[config.mk]
export PLATFORM = sky130hd
export DESIGN_NAME = utf8_lenient_decoder_unit_flat
export DESIGN_NICKNAME = d
export VERILOG_FILES = /design/src/design/u8ld_pkg.sv /design/src/design/u8ld_in_if.sv /design/src/design/u8ld_out_if.sv /design/src/design/u8ld_ctrl.sv /design/src/design/u8ld_datapath.sv /design/src/design/utf8_lenient_decoder_unit.sv /design/src/flat_wrapper.sv
export SDC_FILE = /design/constraint.sdc
export NUM_CORES = 1
export LEC_CHECK = 0
export ABC_AREA = 1
export BUFFER_PORTS_ARGS = -buffer_cell sky130_fd_sc_hd__buf_2
export CAP_MARGIN = 10
export CORE_MARGIN = 3
export CORE_UTILIZATION = 35
export DETAILED_ROUTE_END_ITERATION = 12
export PLACE_DENSITY = 0.56
export SYNTH_ARGS = -nofsm -noshare
export SYNTH_HDL_FRONTEND = slang
export SYNTH_HIERARCHICAL = 1
export SYNTH_SLANG_ARGS = --single-unit
export TNS_END_PERCENT = 50
[constraint.sdc]
create_clock -name clk -period 4.2 [get_ports clk]
set_input_delay 0.21 -clock clk [delete_from_list [all_inputs] [get_ports clk]]
set_output_delay 0.21 -clock clk [all_outputs]
set_load 0.05 [all_outputs]
[src/design/u8ld_pkg.sv]
`timescale 1ns / 1ps
`default_nettype none

package u8ld_pkg;

  // Widths of the payload fields
  localparam int unsigned CP_W   = 22;
  localparam int unsigned BYTE_W = 8;

  // Substitute code point for malformed input
  localparam logic [CP_W-1:0] REPLACEMENT = 22'h00FFFD;

  // At most this many results leave for one input byte
  localparam logic [2:0] MAX_RES = 3'd4;

  // Byte class thresholds
  localparam logic [BYTE_W-1:0] LEAD4_MIN = 8'hF0;
  localparam logic [BYTE_W-1:0] LEAD3_MIN = 8'hE0;

  // One decoded result before its run flags are known
  typedef struct packed {
    logic [CP_W-1:0] code_point;
    logic            replaced;
  } res_t;

  // Controller state, one-hot
  typedef enum logic [2:0] {
    ST_IDLE  = 3'b001,
    ST_STEP  = 3'b010,
    ST_FLUSH = 3'b100
  } state_t;

  // Controller to datapath
  typedef struct packed {
    logic load;       // take the input byte into the queue
    logic step;       // decode one queued byte, or close a cut sequence
    logic take;       // move the step result into the pending slot
    logic push;       // pending result to output, not last of run
    logic push_last;  // pending result to output as last of run
  } cmd_t;

  // Datapath to controller
  typedef struct packed {
    logic done;       // nothing left to decode for this byte
    logic step_res;   // the next step yields a result
    logic pend_valid; // a result waits in the pending slot
    logic rc_full;    // result limit reached for this byte
    logic out_free;   // output register can take a result this cycle
  } stat_t;

endpackage

`default_nettype wire

[src/design/u8ld_in_if.sv]
`timescale 1ns / 1ps
`default_nettype none

interface u8ld_in_if;
  logic       valid;
  logic       ready;
  logic [7:0] in_byte;
  logic       end_of_string;

  modport source (output valid, output in_byte, output end_of_string, input ready);
  modport sink   (input valid, input in_byte, input end_of_string, output ready);
endinterface

`default_nettype wire

[src/design/u8ld_out_if.sv]
`timescale 1ns / 1ps
`default_nettype none

interface u8ld_out_if;
  logic        valid;
  logic        ready;
  logic [21:0] code_point;
  logic        replaced;
  logic        last_of_run;
  logic        string_done;

  modport source (output valid, output code_point, output replaced,
                  output last_of_run, output string_done, input ready);
  modport sink   (input valid, input code_point, input replaced,
                  input last_of_run, input string_done, output ready);
endinterface

`default_nettype wire

[src/design/u8ld_ctrl.sv]
`timescale 1ns / 1ps
`default_nettype none

module u8ld_ctrl (
  input  wire logic           clk,
  input  wire logic           rst_n,
  input  wire logic           in_valid,
  output logic                in_ready,
  input  wire u8ld_pkg::stat_t stat,
  output u8ld_pkg::cmd_t      cmd
);

  u8ld_pkg::state_t state_r, state_nxt;
  logic             advance;

  // State register
  always_ff @(posedge clk) begin
    if (!rst_n) begin
      state_r <= u8ld_pkg::ST_IDLE;
    end else begin
      state_r <= state_nxt;
    end
  end

  // A step that makes a result must be able to shift the pending one out
  assign advance = !stat.step_res || stat.rc_full || !stat.pend_valid || stat.out_free;

  // Next state and commands
  always_comb begin
    state_nxt = state_r;
    cmd       = '0;
    in_ready  = 1'b0;
    case (state_r)
      u8ld_pkg::ST_IDLE: begin
        in_ready = 1'b1;
        if (in_valid) begin
          cmd.load  = 1'b1;
          state_nxt = u8ld_pkg::ST_STEP;
        end
      end
      u8ld_pkg::ST_STEP: begin
        if (stat.done) begin
          state_nxt = stat.pend_valid ? u8ld_pkg::ST_FLUSH : u8ld_pkg::ST_IDLE;
        end else if (advance) begin
          cmd.step = 1'b1;
          if (stat.step_res && !stat.rc_full) begin
            cmd.take = 1'b1;
            cmd.push = stat.pend_valid;
          end
        end
      end
      u8ld_pkg::ST_FLUSH: begin
        if (stat.out_free) begin
          cmd.push_last = 1'b1;
          state_nxt     = u8ld_pkg::ST_IDLE;
        end
      end
      default: begin
        state_nxt = u8ld_pkg::ST_IDLE;
      end
    endcase
  end

endmodule

`default_nettype wire

[src/design/u8ld_datapath.sv]
`timescale 1ns / 1ps
`default_nettype none

module u8ld_datapath (
  input  wire logic            clk,
  input  wire logic            rst_n,
  input  wire logic [7:0]      in_byte,
  input  wire logic            end_of_string,
  input  wire u8ld_pkg::cmd_t  cmd,
  output u8ld_pkg::stat_t      stat,
  output logic                 out_valid,
  input  wire logic            out_ready,
  output logic [21:0]          out_code_point,
  output logic                 out_replaced,
  output logic                 out_last_of_run,
  output logic                 out_string_done
);

  // Byte queue: the input byte plus any bytes handed back for replay
  logic [2:0][7:0] q_r, q_nxt;
  logic [1:0]      qn_r, qn_nxt;
  logic            eos_r, eos_nxt;

  // Open sequence
  logic            open_r, open_nxt;
  logic [7:0]      lead_r, lead_nxt;
  logic [1:0][7:0] held_r, held_nxt;
  logic [1:0]      hc_r, hc_nxt;
  logic [21:0]     acc_r, acc_nxt;

  // Pending result and output register
  u8ld_pkg::res_t  pend_r, pend_nxt;
  logic            pend_valid_r, pend_valid_nxt;
  logic [2:0]      rc_r, rc_nxt;
  logic [21:0]     ocp_r, ocp_nxt;
  logic            orep_r, orep_nxt;
  logic            olast_r, olast_nxt;
  logic            odone_r, odone_nxt;
  logic            ovalid_r, ovalid_nxt;

  // Step outcome
  logic            q_empty;
  logic [7:0]      b;
  logic            cut;
  logic [1:0]      need;
  logic [1:0]      hc_inc;
  logic [21:0]     acc_f;
  logic [21:0]     acc_start;
  logic [2:0][7:0] rq;
  logic            res_has;
  u8ld_pkg::res_t  res;

  assign q_empty = (qn_r == 2'd0);
  assign b       = q_r[0];
  assign cut     = open_r && !b[7];

  // Followers needed by the open lead
  always_comb begin
    if (lead_r >= u8ld_pkg::LEAD4_MIN) begin
      need = 2'd3;
    end else if (lead_r >= u8ld_pkg::LEAD3_MIN) begin
      need = 2'd2;
    end else begin
      need = 2'd1;
    end
  end

  // Payload of a new lead, and one six-bit shift with the follower added
  assign acc_start = (b >= u8ld_pkg::LEAD3_MIN) ? {18'd0, b[3:0]} : {17'd0, b[4:0]};
  assign acc_f     = {acc_r[15:0], 6'd0} + {15'd0, b[6:0]};
  assign hc_inc    = hc_r + 2'd1;

  // Held bytes in front of the remaining queue
  always_comb begin
    case (hc_r)
      2'd1:    rq = {q_r[1], q_r[0], held_r[0]};
      2'd2:    rq = {q_r[0], held_r[1], held_r[0]};
      default: rq = q_r;
    endcase
  end

  // Result of the next step
  always_comb begin
    res_has = 1'b0;
    res     = '{code_point: u8ld_pkg::REPLACEMENT, replaced: 1'b1};
    if (q_empty) begin
      res_has = 1'b1;
    end else if (cut) begin
      res_has = 1'b1;
    end else if (!open_r) begin
      if (!b[7]) begin
        res_has = 1'b1;
        res     = '{code_point: {14'd0, b}, replaced: 1'b0};
      end else if (!b[6]) begin
        res_has = 1'b1;
      end
    end else if (hc_inc >= need) begin
      res_has = 1'b1;
      res     = '{code_point: acc_f, replaced: 1'b0};
    end
  end

  // Queue and sequence next state
  always_comb begin
    q_nxt    = q_r;
    qn_nxt   = qn_r;
    eos_nxt  = eos_r;
    open_nxt = open_r;
    lead_nxt = lead_r;
    held_nxt = held_r;
    hc_nxt   = hc_r;
    acc_nxt  = acc_r;
    if (cmd.load) begin
      q_nxt[0] = in_byte;
      qn_nxt   = 2'd1;
      eos_nxt  = end_of_string;
    end else if (cmd.step) begin
      if (q_empty) begin
        // end of string with a sequence open: replay its held bytes
        q_nxt    = {q_r[2], held_r[1], held_r[0]};
        qn_nxt   = hc_r;
        open_nxt = 1'b0;
        hc_nxt   = 2'd0;
        lead_nxt = 8'd0;
      end else if (cut) begin
        // low byte breaks the sequence: held bytes go back ahead of it
        q_nxt    = rq;
        qn_nxt   = 2'(hc_r + qn_r);
        open_nxt = 1'b0;
        hc_nxt   = 2'd0;
        lead_nxt = 8'd0;
      end else begin
        q_nxt  = {q_r[2], q_r[2], q_r[1]};
        qn_nxt = qn_r - 2'd1;
        if (!open_r) begin
          if (b[7] && b[6]) begin
            open_nxt = 1'b1;
            lead_nxt = b;
            hc_nxt   = 2'd0;
            acc_nxt  = acc_start;
          end
        end else begin
          if (!hc_r[1]) begin
            held_nxt[hc_r[0]] = b;
          end
          hc_nxt  = hc_inc;
          acc_nxt = acc_f;
          if (hc_inc >= need) begin
            open_nxt = 1'b0;
            hc_nxt   = 2'd0;
            lead_nxt = 8'd0;
          end
        end
      end
    end
  end

  // Pending slot and output register
  always_comb begin
    pend_nxt       = pend_r;
    pend_valid_nxt = pend_valid_r;
    rc_nxt         = rc_r;
    ocp_nxt        = ocp_r;
    orep_nxt       = orep_r;
    olast_nxt      = olast_r;
    odone_nxt      = odone_r;
    ovalid_nxt     = ovalid_r && !out_ready;
    if (cmd.load) begin
      rc_nxt = 3'd0;
    end
    if (cmd.push || cmd.push_last) begin
      ocp_nxt    = pend_r.code_point;
      orep_nxt   = pend_r.replaced;
      olast_nxt  = cmd.push_last;
      odone_nxt  = cmd.push_last && eos_r;
      ovalid_nxt = 1'b1;
    end
    if (cmd.push_last) begin
      pend_valid_nxt = 1'b0;
    end
    if (cmd.take) begin
      pend_nxt       = res;
      pend_valid_nxt = 1'b1;
      rc_nxt         = rc_r + 3'd1;
    end
  end

  // Control registers
  always_ff @(posedge clk) begin
    if (!rst_n) begin
      qn_r         <= 2'd0;
      eos_r        <= 1'b0;
      open_r       <= 1'b0;
      lead_r       <= 8'd0;
      hc_r         <= 2'd0;
      pend_valid_r <= 1'b0;
      rc_r         <= 3'd0;
      ovalid_r     <= 1'b0;
    end else begin
      qn_r         <= qn_nxt;
      eos_r        <= eos_nxt;
      open_r       <= open_nxt;
      lead_r       <= lead_nxt;
      hc_r         <= hc_nxt;
      pend_valid_r <= pend_valid_nxt;
      rc_r         <= rc_nxt;
      ovalid_r     <= ovalid_nxt;
    end
  end

  // Payload registers
  always_ff @(posedge clk) begin
    q_r     <= q_nxt;
    held_r  <= held_nxt;
    acc_r   <= acc_nxt;
    pend_r  <= pend_nxt;
    ocp_r   <= ocp_nxt;
    orep_r  <= orep_nxt;
    olast_r <= olast_nxt;
    odone_r <= odone_nxt;
  end

  // Status
  assign stat.done       = q_empty && !(eos_r && open_r);
  assign stat.step_res   = res_has;
  assign stat.pend_valid = pend_valid_r;
  assign stat.rc_full    = (rc_r == u8ld_pkg::MAX_RES);
  assign stat.out_free   = !ovalid_r || out_ready;

  assign out_valid       = ovalid_r;
  assign out_code_point  = ocp_r;
  assign out_replaced    = orep_r;
  assign out_last_of_run = olast_r;
  assign out_string_done = odone_r;

endmodule

`default_nettype wire

[src/design/utf8_lenient_decoder_unit.sv]
`timescale 1ns / 1ps
`default_nettype none

// Lenient UTF-8 decoder: one byte per input transfer, up to four code points out per
// byte, the last flagged last_of_run and, on the final byte of a string, string_done.
// A byte is taken in the idle state. The decode step then works through each queued
// byte, and closes each sequence that a low byte or the end of the string cuts (a
// cut hands the held bytes back for replay). A final step finds the queue empty,
// and a byte that yields results then hands over its final result from the pending
// slot. The input is not taken again until the step sequencer has finished with the
// current byte; back-pressure on the output stalls it.
// No clearing pass after reset.
module utf8_lenient_decoder_unit (
  input  wire logic clk,
  input  wire logic rst_n,
  u8ld_in_if.sink   in_chan,
  u8ld_out_if.source out_chan
);

  u8ld_pkg::cmd_t  cmd;
  u8ld_pkg::stat_t stat;

  // Step sequencer
  u8ld_ctrl u_ctrl (
    .clk      (clk),
    .rst_n    (rst_n),
    .in_valid (in_chan.valid),
    .in_ready (in_chan.ready),
    .stat     (stat),
    .cmd      (cmd)
  );

  // Byte queue, sequence state and result registers
  u8ld_datapath u_dp (
    .clk             (clk),
    .rst_n           (rst_n),
    .in_byte         (in_chan.in_byte),
    .end_of_string   (in_chan.end_of_string),
    .cmd             (cmd),
    .stat            (stat),
    .out_valid       (out_chan.valid),
    .out_ready       (out_chan.ready),
    .out_code_point  (out_chan.code_point),
    .out_replaced    (out_chan.replaced),
    .out_last_of_run (out_chan.last_of_run),
    .out_string_done (out_chan.string_done)
  );

endmodule

`default_nettype wire

[src/flat_wrapper.sv]
// flat-port wrapper written by rule: the top's interface ports become plain ports
module utf8_lenient_decoder_unit_flat 
  (clk, rst_n, in_chan_valid, in_chan_in_byte, in_chan_end_of_string, in_chan_ready, out_chan_valid, out_chan_code_point, out_chan_replaced, out_chan_last_of_run, out_chan_string_done, out_chan_ready);
  u8ld_in_if in_chan_i ();
  u8ld_out_if out_chan_i ();
  input  wire logic clk;
  input  wire logic rst_n;
  input wire logic [$bits(in_chan_i.valid)-1:0] in_chan_valid;
  input wire logic [$bits(in_chan_i.in_byte)-1:0] in_chan_in_byte;
  input wire logic [$bits(in_chan_i.end_of_string)-1:0] in_chan_end_of_string;
  output wire logic [$bits(in_chan_i.ready)-1:0] in_chan_ready;
  output wire logic [$bits(out_chan_i.valid)-1:0] out_chan_valid;
  output wire logic [$bits(out_chan_i.code_point)-1:0] out_chan_code_point;
  output wire logic [$bits(out_chan_i.replaced)-1:0] out_chan_replaced;
  output wire logic [$bits(out_chan_i.last_of_run)-1:0] out_chan_last_of_run;
  output wire logic [$bits(out_chan_i.string_done)-1:0] out_chan_string_done;
  input wire logic [$bits(out_chan_i.ready)-1:0] out_chan_ready;
  assign in_chan_i.valid = in_chan_valid;
  assign in_chan_i.in_byte = in_chan_in_byte;
  assign in_chan_i.end_of_string = in_chan_end_of_string;
  assign in_chan_ready = in_chan_i.ready;
  assign out_chan_valid = out_chan_i.valid;
  assign out_chan_code_point = out_chan_i.code_point;
  assign out_chan_replaced = out_chan_i.replaced;
  assign out_chan_last_of_run = out_chan_i.last_of_run;
  assign out_chan_string_done = out_chan_i.string_done;
  assign out_chan_i.ready = out_chan_ready;
  utf8_lenient_decoder_unit u_core (.clk(clk), .rst_n(rst_n), .in_chan(in_chan_i), .out_chan(out_chan_i));
endmodule
Yosys cells after proc, flatten, opt, wreduce, memory -nomap -nowiden. Cells that the tools add are included.

Register bits: 126. Output and inout bits: 27.

Reduce and logical (&&, ||, !) cells: 38. Magnitude comparators: 6. Bitwise operators: 5. Equality and inequality tests: 12. Multiplexer cells: 60. Add/sub/neg operators: 5.

Operators by type and width (number): $mux 16 (4); $mux 8 (8); $pmux 24 s2 (1); $mux 23 (2); $mux 3 (9); $ge 8x8->1 const B (3); $add 22x7->22 (1); $mux 1 (21); $mux 2 (10); $mux 17 (1); $bwmux 16 (1); $reduce_and 5->1 (2); $reduce_bool 2->1 (5); $pmux 3 s3 (1); $reduce_and 3->1 (3); $demux 8 s1 (1); $logic_and 1x1->1 (8); $logic_not 1->1 (7); $eq 3x3->1 const B (2); $reduce_and 6->1 (1); $logic_or 1x1->1 (5); $mux 5 (1); $ne 5x2->1 const B (1); $not 1->1 (5); other kinds (20) (23).

Depth between registers and ports, before layout. Gate-level depths: netlist (run 1).

Depth in word-level cells: 17. Mapped depth: 20.

By module. The synthesis (run 1) kept the hierarchy.

Modules (own cells, without submodules): u8ld_datapath (times used 1, area an instance 5217.5 um^2, seq. area each 3423.3 um^2, cells an instance 481); u8ld_ctrl (times used 1, area an instance 242.7 um^2, seq. area each 60.1 um^2, cells an instance 38).

Least setup slack after synthesis (run 1). No wires, ideal clock.

Path kind: register -> register. Start: reg u_core.u_dp.hc_r[0]. End: reg u_core.u_dp.acc_r[0] (enable). Arrival: 3.166 ns. Buffers on the path: 1. Setup slack: 0.624 ns. Clock period less this slack: 3.576 ns. Stages on the path, launching flop included: 15. Cells stage by stage: dfxtp_1 -> inv_1 -> ha_1 -> inv_1 -> ha_1 -> nand2_1 -> nand2_1 -> nand2_1 -> nand2_1 -> buf_4 -> nand3_1 -> nor2_1 -> nor2_2 -> nand2_1 -> nor3_1.

RTL lines: start: declaration (line u8ld_datapath.sv:28) `logic [1:0] hc_r, hc_nxt;`; start signal: assignment (line u8ld_datapath.sv:204) `hc_r <= hc_nxt;`; end signal: assignment (line u8ld_datapath.sv:215) `acc_r <= acc_nxt;`; end: declaration (line u8ld_datapath.sv:29) `logic [21:0] acc_r, acc_nxt;`.

==> results of run 1 <==
through the flow:
step | hold WS, ns | instances | total power [W]
2_1_floorplan | 0.3314 | 519 | 0.001571
3_3_place_gp | 0.4033 | 760 | 0.001641
3_5_place_dp | 0.4045 | 760 | 0.001647
4_1_cts | 0.005180 | 791 | 0.003009
5_1_grt | 0.04457 | 791 | 0.003093
6_report | 0.02166 | 791 | 0.002971
routing by layer:
metal	share of wire, %	routed length, um
met3	6.2	721
met4	3.0	351
met5	0	0
met2	45	5241
met1	45	5253
layout by cell type, fill, tap and decap left out, types with 2 or more instances in the layout:
| cell type | netlist | routed |
|---|---|---|
| clkinv_2 | 0 | 2 |
| clkinv_4 | 1 | 5 |
| clkbuf_16 | 0 | 17 |
| o21ai_1 | 3 | 3 |
| ha_1 | 9 | 9 |
| o21ai_0 | 38 | 38 |
| buf_4 | 5 | 6 |
| nand4_4 | 2 | 2 |
| a21oi_1 | 17 | 17 |
| nor2_2 | 6 | 6 |
| buf_2 | 4 | 39 |
| nand4_1 | 11 | 11 |
| nand2_2 | 14 | 14 |
| nand2_4 | 5 | 5 |
| nor3_1 | 5 | 4 |
| inv_1 | 59 | 59 |
| nand2_1 | 104 | 104 |
| dfxtp_1 | 18 | 18 |
| clkinvlp_4 | 0 | 4 |
| nor2_1 | 48 | 48 |
| nand3_1 | 30 | 30 |
| xor2_1 | 2 | 2 |
| a21oi_2 | 2 | 2 |
| xnor2_1 | 5 | 5 |
| inv_6 | 0 | 2 |
| nand3_2 | 2 | 2 |
| inv_2 | 7 | 7 |
| edfxtp_1 | 104 | 104 |
critical path, delay by kind of cell (launching register included):
kind / cells / cell delay (ns)
and+or+nand+nor: 10 / 1.59
adders and majority gates: 2 / 0.65
DFF: 1 / 0.41
buffers and inverters: 3 / 0.34
path summary, 6_finish.rpt:
check | from | to | slack [ns] | depth (start not counted)
hold reg to reg | u_core/u_dp/pend_r[6] | u_core/u_dp/out_code_point[5] | 0.41 | 0
setup / recovery | u_core/u_dp/hc_r[0] | u_core/u_dp/held_r[0] | 0.85 | 15
hold / removal | in_chan_end_of_string | u_core/u_dp/eos_r | 0.02 | 3
setup reg to reg | u_core/u_dp/hc_r[0] | u_core/u_dp/held_r[0] | 0.85 | 15
power by group through the flow:
stage	clock, W	combinational, W	sequential (W)
2_1_floorplan	0	0.000160	0.00141
3_3_place_gp	0	0.000237	0.00140
3_5_place_dp	0	0.000241	0.00141
4_1_cts	0.00139	0.000242	0.00138
5_1_grt	0.00144	0.000270	0.00138
6_report	0.00135	0.000240	0.00138
kinds of logic after synthesis:
| kind of cell | count (synthesis) | synth area share [%] |
|---|---|---|
| xor gates and xnor gates | 7 | 1.123 |
| DFF | 122 | 63.79 |
| buffers and inverters | 83 | 6.577 |
| and+or+nand+nor | 231 | 19.87 |
| adders and majority gates | 9 | 2.062 |
| AOI/OAI and AO/OA | 67 | 6.577 |
final cells by class:
| class | count | area [um^2] |
|---|---|---|
| fill | 1473 | 8833 |
| sequential | 122 | 3483 |
| multi-input combinational | 314 | 1623 |
| clock buffer | 18 | 429.2 |
| tap | 211 | 264.0 |
| inverter | 68 | 262.8 |
| timing repair buffer | 45 | 240.2 |
| clock inverter | 13 | 122.6 |
registers in the layout, summed over array words and instances (netlist names):
signal and count:
u_core/u_ctrl/state_r 3, u_core/u_dp/eos_r 1, u_core/u_dp/qn_r 2, u_core/u_dp/out_last_of_run 1, u_core/u_dp/b 8, u_core/u_dp/open_r 1
u_core/u_dp/held_r 16, u_core/u_dp/out_valid 1, u_core/u_dp/out_replaced 1, u_core/u_dp/out_code_point 22, u_core/u_dp/hc_r 2, u_core/u_dp/lead_r 4
u_core/u_dp/q_r 16, u_core/u_dp/pend_valid_r 1, u_core/u_dp/rc_r 3, u_core/u_dp/pend_r 23, u_core/u_dp/acc_r 16, u_core/u_dp/out_string_done 1
==> flow_summary_export.csv, run 1 <==
group,metric,value,unit
worst_setup_path,cp-start-kind,"register",
die,die-area,17130,um^2
logic_synthesis,synth_warnings,6,
cts,postCtsHoldBufs,0,
power,combPwrFrac,8.1,%
power,seqPwrFrac,46.4,%
logic_synthesis,synth_seq_area_share,63.79,%
grt,antenna_found_initial,0,
worst_setup_path,crit_slowest_cell,"nor2_1",
power,p_int,0.002224,W
cts,clkSlewWorstSetupHoldPaths,0.06,ns
grt,grt_pass1_vias,3616,
worst_setup_path,arrival,3.40,ns
route,route.detailed.drc,0,
logic_synthesis,avgSynthCellArea,10.52,um^2
timing,tightest_slew,0.8273,ns
die,num_rows,45,
route,first_pass_iters,5,
die,fp.coreArea,15260,um^2
route,viasPerCell,4.732,
die,ios,40,
route,wl_per_cell,14.62,um
power,p_leak,2.521,nW
placement,dpl.hpwl,8.088,mm
power,pwr-share-clk,45.5,%
cts,cts.sinks,122,
final_layout,fin_area,6425,um^2
timing,drv_slew,0,
worst_setup_path,path_max_fanout,8,
logic_synthesis,async_reset_ff_share,0,%
job,max-cap-violations,0,
die,initial_core_util,35.79,%
logic_synthesis,synth-seq-cells,122,
final_layout,nets,590,
timing,clock_skew,0.008696,ns
placement,port_buffers,39,
timing,fmax,298.2,MHz
route,vias,3743,
logic_synthesis,netlist_area,5460,um^2
timing,finalHoldViolCount,0,
route,detail-route-antenna-nets,0,
route,routed_wl,11.57,mm
logic_synthesis,synth_top_area_share,57.20,%
grt,grt_util_met2,21.40,%
timing,fin_crit_sh,79.85,%
power,netSwitchingFraction,25.13,%
final_layout,final_core_util,42.11,%
grt,grt_busiest_layer,"met2",
logic_synthesis,synth_edf_count,104,
timing,rsz0062_at_grt,"no",
grt,met1_usage,19.42,%
logic_synthesis,synthTopCellsByCount,"edfxtp_1, nand2_1, inv_1",
timing,setup_slack,0.8463,ns
worst_setup_path,cp.required,4.24,ns
worst_setup_path,crit_top_cell,"nand2_1",
timing,max_slew_margin,44.85,%
die,die_h,130.9,um
cts,post_cts_buffers,0,
cts,cts.path.max_buffers,2,
final_layout,area_delta_synth_final,17.67,%
run_status,status,"completed",
grt,grt.overflow.total,0,
grt,grt_use_met3,5.041,%
timing,setup_violations,0,
cts,clock_latency,0.42,ns
logic_synthesis,ys_types,38,
logic_synthesis,synth_area_leader_cell,"edfxtp_1",
power,ir_drop,0.3167,mV
die,die_x,130.9,um
final_layout,layout-drive-gt1-share,20.34,%
placement,post-place-ws,0.8534,ns
logic_synthesis,synth_ff_type,"edfxtp_1",
logic_synthesis,syn_inst,519,
power,p_sw,0.0007466,W
cts,cts_made_buffers,17,
grt,grt_max_degree,28,
logic_synthesis,netlist_top_cells_area,"edfxtp_1, nand2_1, dfxtp_1, inv_1, o21ai_0",
placement,gp_congestion,0.8708,
cts,tritoncts,"yes",
worst_setup_path,end_kind,"register",
placement,dpl_cell_area,5873,um^2
grt,track_usage,14.68,%
timing,fin_crit,3.354,ns
timing,setup_tns,0,ns
grt,grt_pass1_wl,18.66,mm
cts,cts-root-buf,"clkbuf_16",
power,cellPowerDensity,462.4,nW/um^2
worst_setup_path,crit_chain,"inv_1, ha_1, inv_1, ha_1, nand2_1, nand2_1, nand2_1, nand2_1, nand3_1, nor2_1, nor2_2, nand2_1, inv_2, nand3_1, nor2_1",
worst_setup_path,path_class,"reg -> reg",
worst_setup_path,cpPeakStageDelay,0.57,ns
logic_synthesis,synthesis.nets,541,
cts,h-tree-depth,4,
cts,ctsResizeCount,0,
route,drtIter0Drc,297,
min_path,holdCritPathClass,"in -> reg",
final_layout,antenna_cells,0,
Power figures use the tool's default switching activity.
==> inputs of run 2 (changes only) <==
==> constraint.sdc (replaced) <==
create_clock -name clk -period 3.5 [get_ports clk]
set_input_delay 0.175 -clock clk [delete_from_list [all_inputs] [get_ports clk]]
set_output_delay 0.175 -clock clk [all_outputs]
set_load 0.05 [all_outputs]
==> flow_summary_export.csv, run 2 (synthesized netlist as in run 1, its figures left out) <==
group,metric,value,unit
route,first_pass_iters,5,
worst_setup_path,path_max_fanout,8,
worst_setup_path,end_kind,"register",
route,viasPerCell,4.638,
die,num_rows,45,
cts,cts.sinks,122,
grt,antenna_found_initial,0,
cts,post_cts_buffers,0,
timing,rsz0062_at_grt,"no",
cts,clock_latency,0.41,ns
cts,clkSlewWorstSetupHoldPaths,0.05,ns
final_layout,antenna_cells,0,
die,die_x,130.9,um
grt,grt_max_degree,28,
placement,dp_cells,763,
job,max-cap-violations,0,
power,ir_drop,0.3739,mV
min_path,holdCritPathClass,"in -> reg",
final_layout,largest_reg_flops,23,
cts,cts.path.max_buffers,2,
placement,post-place-ws,0.5612,ns
timing,tightest_slew,0.5784,ns
run_status,status,"completed",
timing,max_slew_margin,61.39,%
die,die_h,130.9,um
cts,cts-root-buf,"clkbuf_16",
final_layout,area_delta_synth_final,18.84,%
timing,clock_skew,0.006290,ns
final_layout,nets,594,
die,die-area,17130,um^2
route,detail-route-antenna-nets,0,
grt,track_usage,14.39,%
placement,dpl.hpwl,8.129,mm
placement,port_buffers,39,
route,wl_per_cell,14.52,um
route,vias,3687,
worst_setup_path,cp.required,3.61,ns
die,fp.coreArea,15260,um^2
route,drtIter0Drc,217,
placement,gp_congestion,0.8711,
worst_setup_path,arrival,3.12,ns
timing,drv_slew,0,
cts,ctsResizeCount,0,
final_layout,layout-drive-gt1-share,20.55,%
timing,fmax,332.9,MHz
timing,setup_violations,0,
grt,grt.overflow.total,0,
timing,fin_crit,3.004,ns
timing,setup_tns,0,ns
die,initial_core_util,35.79,%
final_layout,fin_cells,795,
final_layout,largest-register,"u_core/u_dp/pend_r",
power,cellPowerDensity,563.0,nW/um^2
worst_setup_path,path_class,"reg -> reg",
cts,cts_made_buffers,17,
timing,setup_slack,0.4962,ns
die,ios,40,
grt,grt_pass1_wl,18.40,mm
cts,tritoncts,"yes",
final_layout,fin_area,6489,um^2
worst_setup_path,ff2ff_setup_slack,0.50,ns
placement,dpl_cell_area,5896,um^2
cts,h-tree-depth,4,
timing,fin_crit_sh,85.82,%
cts,postCtsHoldBufs,1,
final_layout,final_cell_mix,"nand2_1, edfxtp_1, inv_1",
route,routed_wl,11.54,mm
route,route.detailed.drc,0,
timing,hold_slack,0.03997,ns
timing,finalHoldViolCount,0,
grt,grt_pass1_vias,3596,
worst_setup_path,cp-start-kind,"register",
power,p_leak,2.562,nW
==> run 2: cell count changes in the layout (fill, tap and decap cells not counted), sizes merged <==
cell         change
buf              +3
bufinv           +2
clkbuf           +1
clkinv           -1
clkinvlp         -1
dlygate4sd3      +1
inv              -1
==> run 2: final cells by class <==
type | count | area, um^2
Fill cell | 1447 | 8770
Multi-Input combinational cell | 314 | 1623
Clock inverter | 12 | 150.1
Tap cell | 211 | 264.0
Timing Repair Buffer | 49 | 272.8
Inverter | 68 | 262.8
Sequential cell | 122 | 3483
Clock buffer | 19 | 432.9
==> run 2: per-layer routing <==
layer	share of wire (%)	vias to the layer above	global-route usage (%)
li1	-	1860	-
met1	45	1707	18.88
met2	48	106	22.31
met3	5.6	14	4.024
met4	1.7	0	6.413
met5	0	-	0
==> run 2: worst max-delay path: stages (launching register included) <==
cell and delay (ns):
dfxtp_1 0.41, inv_1 0.13, ha_1 0.37, inv_1 0.06, ha_1 0.28, nand2_1 0.14
nand2_1 0.09, nand2_1 0.06, nand2_1 0.08, nand3_1 0.11, nor2_1 0.05, nor2_2 0.19
nand2_1 0.19, inv_2 0.14, nand3_1 0.10, nor2_1 0.11, buf_4 0.18
==> run 2: path summary, 6_finish.rpt <==
path | startpoint | to | depth (start not counted)
setup / recovery | u_core/u_dp/hc_r[0] | u_core/u_dp/held_r[10] | 16
hold / removal | in_chan_valid | u_core/u_ctrl/state_r[1] | 3
setup reg to reg | u_core/u_dp/hc_r[0] | u_core/u_dp/held_r[10] | 16
hold reg to reg | u_core/u_dp/pend_r[22] | u_core/u_dp/out_code_point[21] | 0
==> run 2: stage by stage <==
step | utilization (%) | power, W
5_1_grt | 42.53 | 0.003800
2_1_floorplan | - | 0.001886
3_3_place_gp | 38.64 | 0.001967
6_report | 42.53 | 0.003653
4_1_cts | 42.53 | 0.003699
3_5_place_dp | 38.64 | 0.001972
==> run 2: power by group <==
part / switching [W] / internal, W / leakage (nW) / total, W
logic: 0.000215 / 0.0000725 / 1.20 / 0.000288
registers: 0.0000310 / 0.00162 / 1.08 / 0.00166
clock network: 0.000600 / 0.00111 / 0.279 / 0.00171
